`config.mk`:
```
export PLATFORM = sky130hd
export DESIGN_NAME = tepq_ctrl
export DESIGN_NICKNAME = d
export VERILOG_FILES = /design/src/rtl/core/tepq_pkg.sv /design/src/rtl/core/tepq_ctrl.sv
export SDC_FILE = /design/constraint.sdc
export NUM_CORES = 1
export LEC_CHECK = 0
export ABC_AREA = 1
export CORE_AREA = 2 2 39 41
export CTS_CLUSTER_SIZE = 24
export DETAILED_ROUTE_END_ITERATION = 12
export DIE_AREA = 0 0 41 43
export DONT_BUFFER_PORTS = 1
export GPL_ROUTABILITY_DRIVEN = 0
export SYNTH_ARGS = -nofsm -noshare
export SYNTH_HDL_FRONTEND = slang
export SYNTH_SLANG_ARGS = --single-unit
```
`constraint.sdc`:
```
create_clock -name clk -period 2.41 [get_ports clk]
set_input_delay 0 -clock clk [delete_from_list [all_inputs] [get_ports clk]]
set_output_delay 0 -clock clk [all_outputs]
set_load 0.1 [all_outputs]
```
`src/rtl/core/tepq_pkg.sv`:
```
package tepq_pkg;

  typedef enum logic [1:0] {
    CMD_INSERT  = 2'd0,
    CMD_EXTRACT = 2'd1,
    CMD_SQUASH  = 2'd2,
    CMD_QUERY   = 2'd3
  } cmd_t;

  typedef enum logic [1:0] {
    ST_DONE  = 2'd0,
    ST_FULL  = 2'd1,
    ST_EMPTY = 2'd2
  } status_t;

  typedef enum logic [2:0] {
    FSM_IDLE,
    FSM_SCAN,
    FSM_SHIFT,
    FSM_PLACE,
    FSM_HEAD,
    FSM_RESULT
  } fsm_t;

  localparam int unsigned KeyW        = 32;
  localparam int unsigned ThreadCount = 8;
  localparam int unsigned ThreadW     = $clog2(ThreadCount);

  typedef struct packed {
    logic [KeyW-1:0]    done_time;
    logic [KeyW-1:0]    op_id;
    logic [ThreadW-1:0] thread;
    logic               speculative;
    logic               is_load;
    logic [KeyW-1:0]    issue_cycle;
  } entry_t;

  localparam logic [7:0] LongLatencyReset = 8'd20;
  localparam logic [7:0] MissReset        = 8'd5;
  localparam logic       RegLongLatency   = 1'b0;
  localparam logic       RegMiss          = 1'b1;

  // controller -> datapath
  typedef struct packed {
    logic start;      // latch command, clear scan state
    logic scan;       // read/compare step over entries
    logic shift;      // one move step
    logic place;      // write new entry
    logic head;       // capture head entry
    logic finish;     // update count, build result
  } ctl_t;

  // datapath -> controller
  typedef struct packed {
    logic scan_last;
    logic shift_last;
    logic is_full;
    logic is_empty;
  } sts_t;

endpackage

```
`src/rtl/core/tepq_ctrl.sv`:
```
module tepq_ctrl (
  input  logic           clk,
  input  logic           rst_n,
  input  logic           in_valid,
  output logic           in_ready,
  input  logic [1:0]     in_command,
  output logic           res_load,
  input  logic           res_free,
  output tepq_pkg::ctl_t ctl,
  input  tepq_pkg::sts_t sts
);
  import tepq_pkg::*;

  fsm_t state_r, state_nxt;
  cmd_t cmd_r, cmd_nxt;

  always_ff @(posedge clk) begin
    if (!rst_n) begin
      state_r <= FSM_IDLE;
      cmd_r   <= CMD_INSERT;
    end else begin
      state_r <= state_nxt;
      cmd_r   <= cmd_nxt;
    end
  end

  always_comb begin
    state_nxt = state_r;
    cmd_nxt   = cmd_r;
    case (state_r)
      FSM_IDLE: begin
        if (in_valid) begin
          cmd_nxt = cmd_t'(in_command);
          case (cmd_t'(in_command))
            CMD_INSERT:  state_nxt = FSM_SCAN;
            CMD_EXTRACT: state_nxt = FSM_HEAD;
            CMD_SQUASH:  state_nxt = FSM_SHIFT;
            CMD_QUERY:   state_nxt = FSM_SCAN;
            default:     state_nxt = FSM_SCAN;
          endcase
        end
      end
      FSM_SCAN: begin
        if (sts.scan_last) begin
          if (cmd_r == CMD_INSERT && !sts.is_full) state_nxt = FSM_SHIFT;
          else state_nxt = FSM_RESULT;
        end
      end
      FSM_SHIFT: begin
        if (sts.shift_last) begin
          if (cmd_r == CMD_INSERT) state_nxt = FSM_PLACE;
          else state_nxt = FSM_RESULT;
        end
      end
      FSM_PLACE: state_nxt = FSM_RESULT;
      FSM_HEAD: begin
        if (sts.is_empty) state_nxt = FSM_RESULT;
        else state_nxt = FSM_SHIFT;
      end
      FSM_RESULT: begin
        if (res_free) state_nxt = FSM_IDLE;
      end
      default: state_nxt = FSM_IDLE;
    endcase
  end

  always_comb begin
    ctl       = '0;
    in_ready  = 1'b0;
    res_load  = 1'b0;
    case (state_r)
      FSM_IDLE: begin
        in_ready  = 1'b1;
        ctl.start = in_valid;
      end
      FSM_SCAN:  ctl.scan  = 1'b1;
      FSM_SHIFT: ctl.shift = 1'b1;
      FSM_PLACE: ctl.place = 1'b1;
      FSM_HEAD:  ctl.head  = 1'b1;
      FSM_RESULT: begin
        ctl.finish = res_free;
        res_load   = res_free;
      end
      default: ;
    endcase
  end

  a_ready_idle: assert property (@(posedge clk) disable iff (!rst_n)
    in_ready |-> state_r == FSM_IDLE) else $error("ready outside idle");
  a_load_once: assert property (@(posedge clk) disable iff (!rst_n)
    res_load |=> state_r == FSM_IDLE) else $error("result not followed by idle");
  a_place_after_shift: assert property (@(posedge clk) disable iff (!rst_n)
    state_r == FSM_PLACE |-> $past(state_r) == FSM_SHIFT) else $error("place order");
endmodule

```
# Word-level counts from Yosys, hierarchy flattened
# Cells that the tools add are included.
# Widths: inputs -> output; s select.
totals:
  register_bits: 5
  in_bits: 10
  output_inout_bits: 8
  word_cells: 38
classes:
  eq_ne: 12
  muxes: 16
  n_reduce_logical: 8
op_table:
  columns: ["operator", "n"]
  rows:
  - ["$mux 3", 7]
  - ["$pmux 3 s6", 1]
  - ["$pmux 3 s3", 1]
  - ["$ne 2x2->1 const B", 4]
  - ["$mux 1", 7]
  - ["$eq 3x2->1 const B", 2]
  - ["$eq 3x3->1 const B", 2]
  - ["$eq 2x2->1 const B", 2]
  - ["$logic_not 2->1", 2]
  - ["$reduce_and 4->1", 1]
  - ["$eq 3x1->1 const B", 1]
  - ["$logic_not 3->1", 1]
  - ["$eq 2x1->1 const B", 1]
  - ["$reduce_and 2->1", 1]
  - ["$reduce_or 2->1", 1]
  - ["$logic_and 1x1->1", 1]
  - ["$logic_not 1->1", 1]

# Longest topological paths before layout
depth:
  ltp_word: 5
  mapped_depth: 8
  mapped_depth_nobuf: 8

# Worst setup path after synthesis
# Ideal clock, no wire load.
synth_timing:
  path_kind: "register to output"
  start: "register state_r[2]"
  end: "output ctl[0] (netlist name)"
  arrival_ps: 4108
  required_ps: 2410
  setup_slack_ps: -1698
  stages_incl_launch_ff: 4
  path_buffers: 1
  cell_sequence: "dfxtp_1 > inv_2 > nor4_1 > buf_4"
synth_via:
  elab_chain_cells: 2
synth_rtl:
  columns: ["item", "line_no", "source"]
  rows:
  - ["start, declared", "tepq_ctrl.sv:14", "fsm_t state_r, state_nxt;"]
  - ["start signal, assigned", "tepq_ctrl.sv:22", "state_r <= state_nxt;"]
  - ["$eq 3x3->1", null, null]
  - ["$mux 1", null, null]
  - ["end, declared", "tepq_ctrl.sv:9", "output tepq_pkg::ctl_t ctl,"]
# Every way passes these cells.

# Worst setup path after layout
layout_timing:
  start: "register state_r[0]"
  end: "register cmd_r[0]"
layout_via:
  elab_chain_cells: 2
layout_rtl:
  columns: ["item", "line_no", "source"]
  rows:
  - ["$logic_not 3->1", "tepq_ctrl.sv:30", "case (state_r)"]
  - ["$reduce_and 2->1 (no source line)", null, null]
  - ["end signal, assigned", "tepq_ctrl.sv:23", "cmd_r <= cmd_nxt;"]
  - ["end, declared", "tepq_ctrl.sv:15", "cmd_t cmd_r, cmd_nxt;"]
# Every way passes these cells.
# A chain may end at the register's enable or synchronous reset.

==> key figures <==
Drt
  • WL final: around 1 mm
  • Vias per cell: 4.58
  • DRT iter0 DRCs: 8
  • Post-DRT Antenna Nets: 0
  • Vias: 481
  • Avg WL per Cell: 9.78 um
  • 1st-pass router iterations: 4
  • DR DRC count: 0

Synthesis
  • Post-synth ARST share: 0%
  • Simple-gate share of the synthesized area: 40.5%
  • Yosys warns: 0
  • Flop and latch count out of synthesis: 5
  • Adder-Cell Fraction of Synth Area: 5.87%
  • Post-synth EDFFs: 0
  • Main flop type after synthesis: dfxtp_1
  • Largest family of logic cells by synthesized area: simple AND/OR/NAND/NOR gates
  • Syn_area_per_cell: about 5.7 sq um
  • Post-synthesis net count: 87
  • Synth Area in Compound Gates: 11.7%
  • Post-synthesis sequential area ratio: 23.5%
  • Mux cell area share after synthesis: 0%
  • Netlist Area Pre-Place: about 430 sq um
  • Count of cell types in the netlist: 16
  • XOR/XNOR share of the synthesized area: 0%
  • Cells after Synth: 75

Critical path
  • Max FO, Critical Path: 7
  • WP data arrival: ~2.4 ns
  • Crit path kind: flop to flop
  • Reg2Reg Launch Point: state_r[0]
  • Worst setup SP type: flop
  • FF-to-FF End: cmd_r[0]
  • R2r setup slk: around 0.19 ns
  • R2R depth: 8
  • Worst setup path start: state_r[0]
  • Setup crit end kind: flop
  • Data required, critical path: about 2.5 ns

Global routing
  • First-pass GRT wire length: 1.59 mm
  • Antenna violations before repair: 0
  • Vias in the first global route: 439
  • Total Routing Usage GR: 14.1%
  • Pin count of the biggest net entering global routing: 10
  • Total grt overflow: 0

Final layout
  • Filler-free cell count of the finished design: 105
  • Commonest cells after routing, fill and taps aside: inv_1, nand2_1, nor2_1
  • Ant diodes: 0
  • Commonest non-fill, non-tap cell in the layout: inv_1
  • Synth-to-Final Area Change: 43.1%
  • Layout cells sized above 1: approximately 18%
  • Nets: 102

Worst hold path
  • Hold crit path type: primary input to flop
  • WHS Path Cells: 3
  • Hold path startpoint: res_free
  • WHS Endpoint: state_r[2]

Clock network
  • H-tree depth: 1
  • Post-CTS Resized: 0
  • Postcts setup bufs: 0
  • CTS clk-pin slew, worst paths: 0.05 ns
  • Worst skew pair latency: around 0.24 ns
  • Worst-case clock buffer depth: 2
  • Root Buffer: clkbuf_4
  • CTS tree: built
  • Total CTS buffers: 3
  • Clock sinks: 5

Floorplan
  • # rows: 14
  • Initial core utilization: 30.8%
  • Die Wd: between 40 and 50 um
  • DIE AREA: 1760 sq um
  • Core area: 1380 sq um
  • Die Height: about 43 um
  • # IOs: 18

STA
  • Slew Limit Fails: 0
  • Minimum clock period: roughly 2.2 ns
  • RSZ-0062 raised after global routing: no
  • Setup tns final: 0 ns
  • F_max: 0.450 GHz
  • Final Cycle Share: 92.2%
  • Clk_skew: ~0.0044 ns
  • Worst-margin pin slew: 0.817 ns
  • Final Hold Vio Count: 0
  • Final setup viols: 0
  • Relative slew slack: 45.5%

Run
  • # Max-Cap Violations: 0

Placement
  • Placed cells: 95
  • I/O Buffers: 0
  • Final HPWL DP: approximately 810 um

Run status
  • Outcome: completed
cell type report:
cell class / instances / area (sq um)
tap: 16 / 20.0
clock buffer: 4 / 26.3
inverter: 19 / 71.3
fill: 147 / 773
multi-input combinational: 50 / 263
timing repair buffer: 11 / 130
sequential: 5 / 100
how the worst max path moves through the flow:
stage | to | slack, ns | cells past startpoint
after floorplan | ctl[5] | 0.26 | 5
after global placement | ctl[0] | 1.09 | 4
after detailed placement | ctl[0] | 1.07 | 4
after CTS | cmd_r[0] | 0.19 | 8
after global routing | cmd_r[0] | 0.07 | 8
final | cmd_r[0] | 0.19 | 8
sequential cells by signal, summed over array words and instances (netlist names):
signal   count
cmd_r        2
state_r      3
kinds of logic (layout without fill, tap and decap cells):
group	Yosys count	count (layout)
buffers and inverters	20	34
DFF	5	5
AOI/OAI and AO/OA	10	10
adders and majority gates	2	2
and+or+nand+nor	38	38
cell usage after synthesis (2+ instances only):
library cell / n / area share (%)
ha_1: 2 / 5.9
inv_1: 16 / 14
nor2_1: 10 / 8.8
nor2_2: 3 / 4.4
nand4_1: 3 / 4.4
o21ai_0: 3 / 3.5
inv_2: 3 / 2.6
nand3_1: 5 / 5.9
nand2_1: 14 / 12
dfxtp_1: 5 / 23
a21oi_1: 6 / 7.0
metal layers:
layer,part of all wire [%],global-route usage (%),wire length [um],up-vias
met5,0,0,0,-
met4,0,12.0,0,0
met3,3.7,4.71,38,0
met2,53,21.6,543,11
met1,43,14.2,445,212
li1,-,-,-,258
worst max-delay path, stage by stage (launching register included):
cell	delay, ns
dfxtp_1	0.37
inv_2	0.12
nand2_1	0.07
nor2_2	0.15
nand2_2	0.10
o21ai_0	0.13
dlygate4sd3_1	0.56
a21oi_1	0.04
dlygate4sd3_1	0.56
timing repair:
action	CTS	global route
hold endpoints to repair	5	0
hold buffers	6	0
endpoints found under the setup margin	0	0
metrics by stage:
step / utilization, % / area, sq um / setup slack, ns / hold slack, ns
global route: 44.1 / 611 / 0.0741 / 0.0612
detailed placement: 37.9 / 524 / 1.07 / 0.154
finish: 44.1 / 611 / 0.188 / 0.0404
global placement: 37.9 / 524 / 1.09 / 0.159
floorplan: - / 442 / 0.258 / 0.138
CTS: 44.1 / 611 / 0.191 / 0.0308
Power is not shown: default switching activity piles up to over one toggle a cycle in this logic, so the estimate is an artifact.
